### config.mk
export PLATFORM = sky130hd
export DESIGN_NAME = multi_channel_interval_timer
export DESIGN_NICKNAME = d
export VERILOG_FILES = /design/src/hdl/mcit_pkg.sv /design/src/hdl/mcit_ctrl.sv /design/src/hdl/mcit_dp.sv /design/src/hdl/multi_channel_interval_timer.sv
export SDC_FILE = /design/constraint.sdc
export NUM_CORES = 2
export LEC_CHECK = 0
export BUFFER_PORTS_ARGS = -buffer_cell sky130_fd_sc_hd__buf_4
export CAP_MARGIN = 20
export CORE_AREA = 4 4 326 328
export DETAILED_ROUTE_END_ITERATION = 7
export DIE_AREA = 0 0 330 332
export PLACE_DENSITY = 0.68
export RECOVER_POWER = 100
export SYNTH_ARGS = -nofsm -noshare
export SYNTH_HDL_FRONTEND = slang
export SYNTH_SLANG_ARGS = --single-unit
### constraint.sdc
create_clock -name clk_i -period 12.5 [get_ports clk_i]
set_input_delay 0.625 -clock clk_i [delete_from_list [all_inputs] [get_ports clk_i]]
set_output_delay 0.625 -clock clk_i [all_outputs]
set_load 0.02 [all_outputs]
### src/hdl/mcit_pkg.sv
package mcit_pkg;

  // Operation codes of an input word.
  localparam logic [1:0] OP_START = 2'd0;
  localparam logic [1:0] OP_STOP  = 2'd1;
  localparam logic [1:0] OP_TICK  = 2'd2;

  // At most this many firings are reported per tick.
  localparam int unsigned MAX_RES = 16;
  localparam int unsigned CNT_W   = 5;

  typedef struct packed {
    logic [1:0]  op;
    logic [3:0]  channel;
    logic [30:0] timeout;
    logic        repeat_req;
  } mcit_in_t;

  typedef struct packed {
    logic        fired_valid;
    logic [3:0]  fired_channel;
    logic        any_active;
    logic [31:0] next_deadline;
    logic        last;
  } mcit_out_t;

  // Commands from the controller to the datapath.
  typedef struct packed {
    logic load;
    logic scan_en;
    logic emit_step;
  } mcit_cmd_t;

  // Status from the datapath to the controller.
  typedef struct packed {
    logic scan_last;
    logic emit_last;
  } mcit_sts_t;

endpackage

### src/hdl/mcit_ctrl.sv
module mcit_ctrl
  import mcit_pkg::*;
(
  input  logic      clk_i,
  input  logic      rst_ni,
  input  logic      start_i,
  input  mcit_sts_t sts_i,
  output mcit_cmd_t cmd_o,
  output logic      busy_o,
  output logic      res_valid_o
);

  localparam logic [1:0] ST_IDLE  = 2'd0;
  localparam logic [1:0] ST_SCAN  = 2'd1;
  localparam logic [1:0] ST_DRAIN = 2'd2;
  localparam logic [1:0] ST_EMIT  = 2'd3;

  logic [1:0] state_q, state_d;

  always_comb begin
    state_d       = state_q;
    cmd_o         = '0;
    case (state_q)
      ST_IDLE: begin
        if (start_i) begin
          cmd_o.load = 1'b1;
          state_d    = ST_SCAN;
        end
      end
      ST_SCAN: begin
        cmd_o.scan_en = 1'b1;
        if (sts_i.scan_last) begin
          state_d = ST_DRAIN;
        end
      end
      ST_DRAIN: begin
        state_d = ST_EMIT;
      end
      ST_EMIT: begin
        cmd_o.emit_step = 1'b1;
        if (sts_i.emit_last) begin
          state_d = ST_IDLE;
        end
      end
      default: begin
        state_d = ST_IDLE;
      end
    endcase
  end

  always_ff @(posedge clk_i or negedge rst_ni) begin
    if (!rst_ni) begin
      state_q <= ST_IDLE;
    end else begin
      state_q <= state_d;
    end
  end

  assign busy_o      = (state_q != ST_IDLE);
  assign res_valid_o = (state_q == ST_EMIT);

endmodule

### src/hdl/mcit_dp.sv
module mcit_dp
  import mcit_pkg::*;
#(
  parameter int unsigned NUM_TIMERS = 16,
  parameter int unsigned TIME_BITS  = 32
) (
  input  logic      clk_i,
  input  logic      rst_ni,
  input  mcit_cmd_t cmd_i,
  input  mcit_in_t  item_i,
  output mcit_sts_t sts_o,
  output mcit_out_t res_o
);

  localparam int unsigned IDX_W = (NUM_TIMERS > 1) ? $clog2(NUM_TIMERS) : 1;
  localparam int unsigned CW    = IDX_W + 4;

  // Channel table. Only the armed flags need a reset value.
  logic [NUM_TIMERS-1:0] armed_q;
  logic [TIME_BITS-1:0]  deadline_q [NUM_TIMERS];
  logic [30:0]           period_q   [NUM_TIMERS];
  logic                  periodic_q [NUM_TIMERS];

  logic [TIME_BITS-1:0] now_q;
  logic [1:0]           op_q;
  logic [IDX_W-1:0]     idx_q;

  // List of fired channels for the current tick.
  logic [3:0]       fired_list_q [MAX_RES];
  logic [CNT_W-1:0] fired_cnt_q;
  logic [CNT_W-1:0] emit_q;

  // Second scan stage: the entry as it stands after this item.
  logic                 b_valid_q;
  logic                 b_armed_q;
  logic [TIME_BITS-1:0] b_dl_q;

  // Running minimum of the armed deadlines.
  logic                 found_q;
  logic [TIME_BITS-1:0] best_key_q;
  logic [TIME_BITS-1:0] best_dl_q;

  // Load-time decode of the command word.
  logic [CW-1:0]    chan_w;
  logic             chan_ok;
  logic [IDX_W-1:0] chan_idx;

  assign chan_w   = {{IDX_W{1'b0}}, item_i.channel};
  assign chan_ok  = (chan_w < CW'(NUM_TIMERS));
  assign chan_idx = chan_w[IDX_W-1:0];

  // First scan stage: expiry test and deadline update of entry idx_q.
  logic                 a_armed;
  logic [TIME_BITS-1:0] a_dl;
  logic [30:0]          a_per;
  logic                 a_periodic;
  logic [TIME_BITS-1:0] a_diff;
  logic                 a_fire;
  logic [TIME_BITS-1:0] a_new_dl;

  assign a_armed    = armed_q[idx_q];
  assign a_dl       = deadline_q[idx_q];
  assign a_per      = period_q[idx_q];
  assign a_periodic = periodic_q[idx_q];
  assign a_diff     = now_q - a_dl;
  assign a_fire     = (op_q == OP_TICK) && a_armed && (a_diff != '0) &&
                      !a_diff[TIME_BITS-1];
  assign a_new_dl   = (a_per == '0) ? now_q : (a_dl + TIME_BITS'(a_per));

  // Keys shifted by half the range so that an unsigned compare gives signed order.
  logic [TIME_BITS-1:0] b_off;
  logic [TIME_BITS-1:0] b_key;

  assign b_off = b_dl_q - now_q;
  assign b_key = {~b_off[TIME_BITS-1], b_off[TIME_BITS-2:0]};

  always_ff @(posedge clk_i or negedge rst_ni) begin
    if (!rst_ni) begin
      armed_q <= '0;
      now_q   <= '0;
    end else if (cmd_i.load) begin
      if (item_i.op == OP_TICK) begin
        now_q <= now_q + TIME_BITS'(1);
      end
      if (item_i.op == OP_START && chan_ok) begin
        armed_q[chan_idx] <= 1'b1;
      end
      if (item_i.op == OP_STOP && chan_ok) begin
        armed_q[chan_idx] <= 1'b0;
      end
    end else if (cmd_i.scan_en && a_fire && !a_periodic) begin
      armed_q[idx_q] <= 1'b0;
    end
  end

  always_ff @(posedge clk_i) begin
    if (cmd_i.load) begin
      if (item_i.op == OP_START && chan_ok) begin
        deadline_q[chan_idx] <= now_q + TIME_BITS'(item_i.timeout);
        period_q[chan_idx]   <= item_i.timeout;
        periodic_q[chan_idx] <= item_i.repeat_req;
      end
    end else if (cmd_i.scan_en && a_fire && a_periodic) begin
      deadline_q[idx_q] <= a_new_dl;
    end
  end

  always_ff @(posedge clk_i) begin
    if (cmd_i.scan_en && a_fire && (fired_cnt_q < CNT_W'(MAX_RES))) begin
      fired_list_q[fired_cnt_q[3:0]] <= 4'(idx_q);
    end
  end

  always_ff @(posedge clk_i or negedge rst_ni) begin
    if (!rst_ni) begin
      op_q        <= OP_START;
      idx_q       <= '0;
      fired_cnt_q <= '0;
      emit_q      <= '0;
      b_valid_q   <= 1'b0;
      found_q     <= 1'b0;
    end else begin
      b_valid_q <= cmd_i.scan_en;
      if (cmd_i.load) begin
        op_q        <= item_i.op;
        idx_q       <= '0;
        fired_cnt_q <= '0;
        emit_q      <= '0;
        found_q     <= 1'b0;
      end else begin
        if (cmd_i.scan_en) begin
          if (!sts_o.scan_last) begin
            idx_q <= idx_q + IDX_W'(1);
          end
          if (a_fire && (fired_cnt_q < CNT_W'(MAX_RES))) begin
            fired_cnt_q <= fired_cnt_q + CNT_W'(1);
          end
        end
        if (b_valid_q && b_armed_q && (!found_q || (b_key < best_key_q))) begin
          found_q <= 1'b1;
        end
        if (cmd_i.emit_step) begin
          emit_q <= emit_q + CNT_W'(1);
        end
      end
    end
  end

  always_ff @(posedge clk_i) begin
    if (cmd_i.scan_en) begin
      b_armed_q <= a_armed && !(a_fire && !a_periodic);
      b_dl_q    <= (a_fire && a_periodic) ? a_new_dl : a_dl;
    end
    if (b_valid_q && b_armed_q && (!found_q || (b_key < best_key_q))) begin
      best_key_q <= b_key;
      best_dl_q  <= b_dl_q;
    end
  end

  assign sts_o.scan_last = (idx_q == IDX_W'(NUM_TIMERS - 1));
  assign sts_o.emit_last = (fired_cnt_q == '0) || (emit_q == fired_cnt_q - CNT_W'(1));

  assign res_o.fired_valid   = (fired_cnt_q != '0);
  assign res_o.fired_channel = (fired_cnt_q != '0) ? fired_list_q[emit_q[3:0]] : 4'd0;
  assign res_o.any_active    = found_q;
  assign res_o.next_deadline = found_q ? 32'(best_dl_q) : 32'd0;
  assign res_o.last          = sts_o.emit_last;

endmodule

### src/hdl/multi_channel_interval_timer.sv
// Multi-channel interval timer.
//
// A command word is taken on start_i while busy_o is low. Its op field
// starts a channel (deadline = now + timeout), stops a channel, or ticks
// the millisecond counter by one and checks every channel for expiry.
// Start and stop on a channel at or above NUM_TIMERS change nothing.
//
// Results come out as words on res_o, one per cycle, each marked by a
// single-cycle res_valid_o strobe. A tick gives one word per fired channel
// in index order (at most 16 reported), or one with fired_valid low if none
// fired; any other command gives one such word. The last word of a command
// has last set, and every word carries the armed flag and earliest deadline
// after the command. The receiver cannot stall, so results are never held.
//
// Sequence: every command walks the whole channel table through a two-stage
// scan, one channel per cycle, and a drain state before the first result
// word is on res_o. busy_o stays high from the accepting edge until the
// edge that ends the last word, so the next command is taken only after
// all result words of the previous one. Reset clears the time counter and
// disarms every channel.
module multi_channel_interval_timer
  import mcit_pkg::*;
#(
  parameter int unsigned NUM_TIMERS = 16,
  parameter int unsigned TIME_BITS  = 32
) (
  input  logic      clk_i,
  input  logic      rst_ni,
  input  logic      start_i,
  input  mcit_in_t  item_i,
  output logic      busy_o,
  output logic      res_valid_o,
  output mcit_out_t res_o
);

  mcit_cmd_t cmd;
  mcit_sts_t sts;

  // Sequencer: idle, table scan, pipeline drain, result emission.
  mcit_ctrl u_ctrl (
    .clk_i       (clk_i),
    .rst_ni      (rst_ni),
    .start_i     (start_i),
    .sts_i       (sts),
    .cmd_o       (cmd),
    .busy_o      (busy_o),
    .res_valid_o (res_valid_o)
  );

  // Channel table, time counter, fired list and earliest-deadline tracker.
  mcit_dp #(
    .NUM_TIMERS (NUM_TIMERS),
    .TIME_BITS  (TIME_BITS)
  ) u_dp (
    .clk_i  (clk_i),
    .rst_ni (rst_ni),
    .cmd_i  (cmd),
    .item_i (item_i),
    .sts_o  (sts),
    .res_o  (res_o)
  );

endmodule

* Word level (Yosys, flattened, before mapping)
Memories as Yosys holds them, arrays and structs flattened.
Index checks and enable logic that the tools add are counted.
** Word-level totals
- Bits in registers :: 165
- Memory bits (writable) :: 1088
- Bits of input ports :: 41
- Output and inout port bits :: 41
- Memories kept :: 4
** Memories
- u_dp.deadline_q :: depth 16, width 32, read ports 1, clocked after memory_dff 0, write ports 1, line mcit_dp.sv:20 : logic [TIME_BITS-1:0] deadline_q [NUM_TIMERS];
- u_dp.period_q :: depth 16, width 31, read ports 1, clocked after memory_dff 0, write ports 1, line mcit_dp.sv:21 : logic [30:0] period_q [NUM_TIMERS];
- u_dp.fired_list_q :: depth 16, width 4, read ports 1, clocked after memory_dff 0, write ports 1, line mcit_dp.sv:29 : logic [3:0] fired_list_q [MAX_RES];
- u_dp.periodic_q :: depth 16, width 1, read ports 1, clocked after memory_dff 0, write ports 1, line mcit_dp.sv:22 : logic periodic_q [NUM_TIMERS];
** Cells by class
- Add/sub/neg operators :: 9
- Magnitude comparators :: 7
- Equality and inequality tests :: 12
- Muxes and demuxes :: 44
- Bitwise operators :: 6
- Reductions and logical operators :: 40
** Operator list (number)
- 32-bit 2-to-1 mux :: 4
- 16-bit 2-to-1 mux :: 5
- 32-bit by 31-bit adder with 32-bit output :: 2
- 32-bit subtractor :: 2
- 32-bit by 1-bit adder with 32-bit output (second input constant) :: 1
- 16-bit bitwise AND :: 2
- 32-bit < comparator :: 1
- 16-bit inverter :: 2
- 32-bit nonzero test :: 1
- 32-bit OR reduction :: 1
- 31-bit zero test :: 1
- 5-bit 2-to-1 mux :: 5
- 4-bit 2-to-1 mux :: 5
- 1-bit 2-to-1 mux :: 18
- 1-bit logical AND :: 17
- 16-bit bitwise OR :: 1
- 4-bit by 5-bit < comparator with 1-bit output (second input constant) :: 3
- 2-bit nonzero test :: 6
- 5-bit by 1-bit adder with 5-bit output (second input constant) :: 2
- 1-bit demux with 4-bit select :: 2
- 2-bit equality test (second input constant) :: 4
- 4-bit by 1-bit >= comparator with 1-bit output (second input constant) :: 2
- 2-bit one-hot mux with 4 select lines :: 1
- 2-bit 2-to-1 mux :: 3
- other kinds (17) :: 27

* Logic depth before layout (Yosys ltp)
- Word-level depth :: 12
- Gate-level depth with buffers :: 26
- Gate-level depth less buffers :: 26

* Cells and area by module
Synthesis repeated with hierarchy kept, for this count alone.
** Second synthesis, totals
- Cell total of the unflattened synthesis :: 3366
- Area, all modules :: 56302.7 um^2
** By module, submodules not included
- mcit_dp :: times used 1, cells an instance 3347, area an instance 56121.3 um^2, sequential area each 37235.7 um^2
- mcit_ctrl :: times used 1, cells an instance 19, area an instance 181.4 um^2, sequential area each 50.0 um^2

* Worst setup path after synthesis
No wires, ideal clock.
- Path kind :: reg2reg
- Start :: register u_dp.idx_q[0]
- End :: memory u_dp.deadline_q[12][0], enable pin
- Setup time :: 0.511 ns
- Arrival time :: 9.448 ns
- Data required time :: 11.989 ns
- Path slack :: 2.541 ns
- Stages on the path, launching flop included :: 24
- Path buffers :: 8
- Clock period less this slack :: 9.959 ns
- Path through :: dfrtp_1 -> buf_6 -> buf_2 -> buf_2 -> clkbuf_1 -> buf_2 -> buf_2 -> mux4_2 -> mux4_2 -> ha_1 -> fa_1 -> nand2b_1 -> a21oi_2 -> o22ai_2 -> o311ai_0 -> nand3b_1 -> nand3_1 -> nand3_1 -> o311ai_0 -> or4_4 -> nand2_1 -> buf_4 -> buf_4 -> o41ai_1
** Between the ends
- Word-level cells in the longest chain between the ends :: 12
- Elaborated cells on any way between the ends :: 18
- Classes of those cells :: add/sub: 1; mux: 7; reduce/logical: 8; memory: 2
** Ends and longest elaborated chain
- start: declaration :: line mcit_dp.sv:26 : logic [IDX_W-1:0] idx_q;
- start signal: assignment :: line mcit_dp.sv:133 : idx_q <= idx_q + IDX_W'(1);
- memory 16 x 32 bit or 1-bit binary-select mux with 4-bit select (tied branches)
- 32-bit subtractor or 1-bit 2-to-1 mux (tied branches) :: line mcit_dp.sv:65, mcit_dp.sv:61
- 32-bit nonzero test or 1-bit logical AND (tied branches) :: line mcit_dp.sv:66 : assign a_fire = (op_q == OP_TICK) && a_armed && (a_diff != '0) &&
- 1-bit logical AND (2 in series) :: line mcit_dp.sv:66
- 1-bit logical AND (2 in series) :: line mcit_dp.sv:103 : end else if (cmd_i.scan_en && a_fire && a_periodic) begin
- 1-bit 2-to-1 mux :: line mcit_dp.sv:103
- 1-bit 2-to-1 mux :: line mcit_dp.sv:97 : if (cmd_i.load) begin
- 1-bit 2-to-1 mux (not written as such) :: line mcit_dp.sv:104 : deadline_q[idx_q] <= a_new_dl;
- 32-bit OR reduction (no source line)
- 4-bit 2-to-1 mux (no source line) or 1-bit 2-to-1 mux (tied branches)
- end: declaration :: line mcit_dp.sv:20
Parallel ways exist; a longest one is shown, timed or not. The select of a mux whose other input is x is not followed.

* Final worst setup path
- Start :: register u_dp.idx_q[1]
- End :: memory u_dp.deadline_q[0][7] (data pin)
** Between the ends
- Word-level cells in the longest chain between the ends :: 12
- Elaborated cells on any way between the ends :: 21
- Classes of those cells :: add/sub: 2; mux: 7; reduce/logical: 9; memory: 3
** Ends and longest elaborated chain (line)
- memory 16 x 32 bit or 1-bit binary-select mux with 4-bit select (tied branches)
- 32-bit subtractor or 1-bit 2-to-1 mux (tied branches) :: mcit_dp.sv:65, mcit_dp.sv:61
- 32-bit nonzero test or 1-bit logical AND (tied branches) :: mcit_dp.sv:66
- 1-bit logical AND (2 in series) :: mcit_dp.sv:66
- 1-bit logical AND (2 in series) :: mcit_dp.sv:103
- 1-bit 2-to-1 mux :: mcit_dp.sv:103
- 1-bit 2-to-1 mux :: mcit_dp.sv:97
- 1-bit 2-to-1 mux (not written as such) :: mcit_dp.sv:104
- 32-bit OR reduction (no source line)
- 32-bit 2-to-1 mux (no source line) (*)
Mark *: on every way between the ends. The rest lies on a longest branch, timed or not. The select of a mux whose other input is x is not followed.

==> results.py <==
metrics = {
    "detailed_routing": {
        "wire_per_inst_um": 30.4,
        "drt-initial-drc-count": 3986,
        "vias_per_cell": 6.49,
        "antenna_left": 0,
        "num_vias": 32200,
        "drc": 0,
        "drt_wl_total_mm": 151,
        "drt-pass1-iter-count": 5,
    },
    "worst_setup_path": {
        "r2r_start": "u_dp.idx_q[1]",
        "ff2ff_path_depth": 18,
        "start_kind": "flop",
        "cp_slowest_cell": "dfrtp_1",
        "crit_chain": "buf_4, mux4_2, mux4_2, ha_1, fa_1, nand2b_1, a21oi_1, o22ai_1, o311ai_0, clkbuf_1, a21oi_1, xor2_1, o2111a_1, nand4_1, nor4_4, clkbuf_1, nor3_1, a21oi_1",
        "crit_end": "u_dp.deadline_q[0][7]",
        "worstPathArrival_ps": 10460,
        "crit_start": "u_dp.idx_q[1]",
        "path_common_cell": "a21oi_1",
        "path_max_fanout": 53,
        "end_kind": "flop",
        "path_class": "flop to flop",
        "r2r_end": "u_dp.deadline_q[0][7]",
        "reg2reg_setup_slack_ps": 2440,
        "critPathMaxStageDelay_ps": 2030,
        "required_ps": 12890,
    },
    "place": {
        "dp_cells": 4711,
        "port_buffers": 81,
        "postPlaceCellArea_mm2": 0.0589,
        "dp_hpwl_mm": 95.3,
        "gp_congestion": 0.921,
    },
    "logic_synthesis": {
        "synth_ff_type": "edfxtp_1",
        "ys_seq_area_share_pct": 66.0,
        "yosysUniqueCellTypes": 84,
        "syn_inst": 3330,
        "yosysWarnings": 0,
        "async_reset_ff_share_pct": 5.43,
        "syn_nets": 3546,
        "syn_area_mm2": 0.0565,
        "syn_area_per_cell_um2": 17.0,
        "synth_edf_count": 1185,
        "ys_ff_latch": 1253,
    },
    "clock_tree": {
        "cts_tree": "done",
        "htreeDepth": 4,
        "numCtsBuffers": 131,
        "worst_setup_hold_path_clk_slew_ps": 60,
        "cts_max_path_buffers": 3,
        "ctsRootBufferMaster": "clkbuf_16",
        "postCtsHoldBufs": 0,
        "postCtsSetupRepairBufs": 0,
        "clock_latency_ps": 750,
        "numClockSinks": 1253,
        "post_cts_resized": 0,
    },
    "sta": {
        "rsz0062_at_grt": "false",
        "setup_viol": 0,
        "max_freq_mhz": 99.4,
        "tightest_slew_ps": 4240,
        "holdWs_ps": 178,
        "period_needed_ps": 10060,
        "min_period_over_period_pct": 80.5,
        "maxSlewHeadroom_pct": -183,
        "final-max-slew-violation-count": 949,
        "finClkSkew_ps": 33.7,
        "tns_ps": 0,
        "hold_violations": 0,
    },
    "die": {
        "die_h_um": 332,
        "core_mm2": 0.103,
        "die-area_mm2": 0.110,
        "io_pins": 82,
        "start_util_pct": 54.7,
        "die_w_um": 330,
        "fp-row-count": 118,
    },
    "final_layout": {
        "final_nets": 3683,
        "multi_input_area_mm2": 0.0180,
        "final_area_mm2": 0.0627,
        "layoutNonFillerInstCount": 4955,
        "syn_to_final_growth_pct": 11.0,
        "final_cell_mix": "1185 x edfxtp_1, 342 x mux4_2, 171 x ha_1",
        "layout.area.seq_mm2": 0.0373,
        "fillers": 7381,
        "final_common_cell": "edfxtp_1",
        "drive_gt1_share_pct": 17.6,
    },
    "power": {
        "powerDensity_mw_per_mm2": 260,
        "leakage_nw": 21.0,
        "ir_drop_mv": 0.158,
    },
    "global_route": {
        "grt_max_degree": 104,
        "gr-usage-all-layers_pct": 27.7,
        "antenna_found_initial": 9,
        "grt_pass1_vias": 32300,
        "grt_pass1_wl_mm": 219,
        "overflow": 0,
    },
    "min_path": {
        "hold_path_class": "input port to flop",
    },
    "status": {
        "violations": "capacitance limit, slew limit",
        "outcome": "finished with violations",
    },
    "flow_run": {
        "drv_cap": 27,
    },
}
## stage by stage
stage / worst slack (ps) / util [%] / power, mW
finish: 2440 / 60.8 / 16.3
CTS: 4210 / 61.2 / 16.3
floorplan: 2540 / - / 9.99
global route: 2040 / 60.8 / 17.1
global placement: 4450 / 57.0 / 12.3
detailed placement: 4220 / 57.1 / 12.4
## state kept, by name, summed over array words and instances, names as in the netlist, named ones only
name               cells
u_dp.found_q           1
u_dp.op_q              2
u_dp.armed_q          15
u_dp.b_valid_q         1
u_dp.best_key_q       32
u_dp.now_q            32
u_dp.b_dl_q           32
u_ctrl.state_q         2
u_dp.deadline_q      512
u_dp.periodic_q       16
u_dp.best_dl_q        32
u_dp.fired_cnt_q       5
u_dp.fired_list_q     64
u_dp.period_q        496
u_dp.b_armed_q         1
u_dp.emit_q            5
u_dp.idx_q             4
## layout make-up
| class | instances | area share (%) |
|---|---|---|
| inverter | 158 | 0.946 |
| clock inverter | 74 | 1.24 |
| antenna | 3 | 0.0120 |
| clock buffer | 164 | 5.62 |
| timing repair buffer | 138 | 1.27 |
| sequential | 1253 | 59.5 |
| tap | 1380 | 2.75 |
| multi-input combinational | 1785 | 28.7 |
## worst max-delay path: cells and delay by family (launching register included)
kind | cells | cell delay (ps)
compound gates | 6 | 2350
xor+xnor | 1 | 150
mux | 2 | 920
fa+ha+maj | 2 | 670
buf+inv | 3 | 2500
simple gates | 4 | 1070
flops | 1 | 2030
## Yosys cell counts (all sizes together), types with 12 or more instances
master / instances / area (um^2)
a211oi: 19 / 148
a21o: 35 / 263
a21oi: 154 / 782
a31oi: 18 / 113
and2: 45 / 282
and3: 29 / 181
buf: 59 / 330
clkbuf: 75 / 282
dfrtp: 68 / 1700
edfxtp: 1185 / 35600
ha: 171 / 2140
inv: 158 / 593
mux2: 58 / 653
mux2i: 16 / 160
mux4: 342 / 7700
nand2: 148 / 556
nand2b: 27 / 169
nand3: 44 / 220
nand4: 30 / 194
nor2: 117 / 442
nor2b: 26 / 163
nor3: 48 / 245
nor4: 21 / 153
o21a: 30 / 225
o21ai: 90 / 450
o21bai: 14 / 105
o31ai: 14 / 110
o41ai: 16 / 140
or3: 12 / 75.1
xnor2: 103 / 910
xor2: 34 / 298
## routing by layer
metal	track usage, %	share of wire [%]	up-vias	wire length (um)
met2	43.6	47	1591	71300
li1	-	-	13600	-
met4	8.69	3.1	2	4730
met1	38.6	40	16700	59800
met5	0	0.0093	-	14
met3	7.13	10	250	15100
## worst min-delay path by stage
| stage | slack [ps] | to | startpoint | cells after the start |
|---|---|---|---|---|
| 5_1_grt | 180 | u_dp.op_q[1] | item_i[37] | 3 |
| 6_report | 180 | u_dp.op_q[1] | item_i[37] | 3 |
| 4_1_cts | 50 | u_dp.emit_q[3] | rst_ni | 1 |
| 3_3_place_gp | 450 | u_dp.best_dl_q[16] | u_dp.b_dl_q[16] | 0 |
| 2_1_floorplan | 330 | asynchronous set/reset pin | rst_ni | 0 |
| 3_5_place_dp | 450 | u_dp.best_dl_q[14] | u_dp.b_dl_q[14] | 0 |
## power by group
group	switching (mW)	leakage [nW]	internal, mW
Clock	1.59	2.09	2.28
Sequential	0.240	11.5	5.04
Combinational	4.46	7.33	2.72
## cell families (layout without fill, tap and decap cells)
logic type	Yosys count	in the layout	synth area share (%)
simple gates	581	581	5.23
mux	416	416	15.1
buf+inv	292	534	2.13
other cells	0	3	0
compound gates	476	476	5.48
flops	1253	1253	66.0
fa+ha+maj	175	175	3.93
xor+xnor	137	137	2.14
No activity file was read; power rests on OpenSTA's default activity.
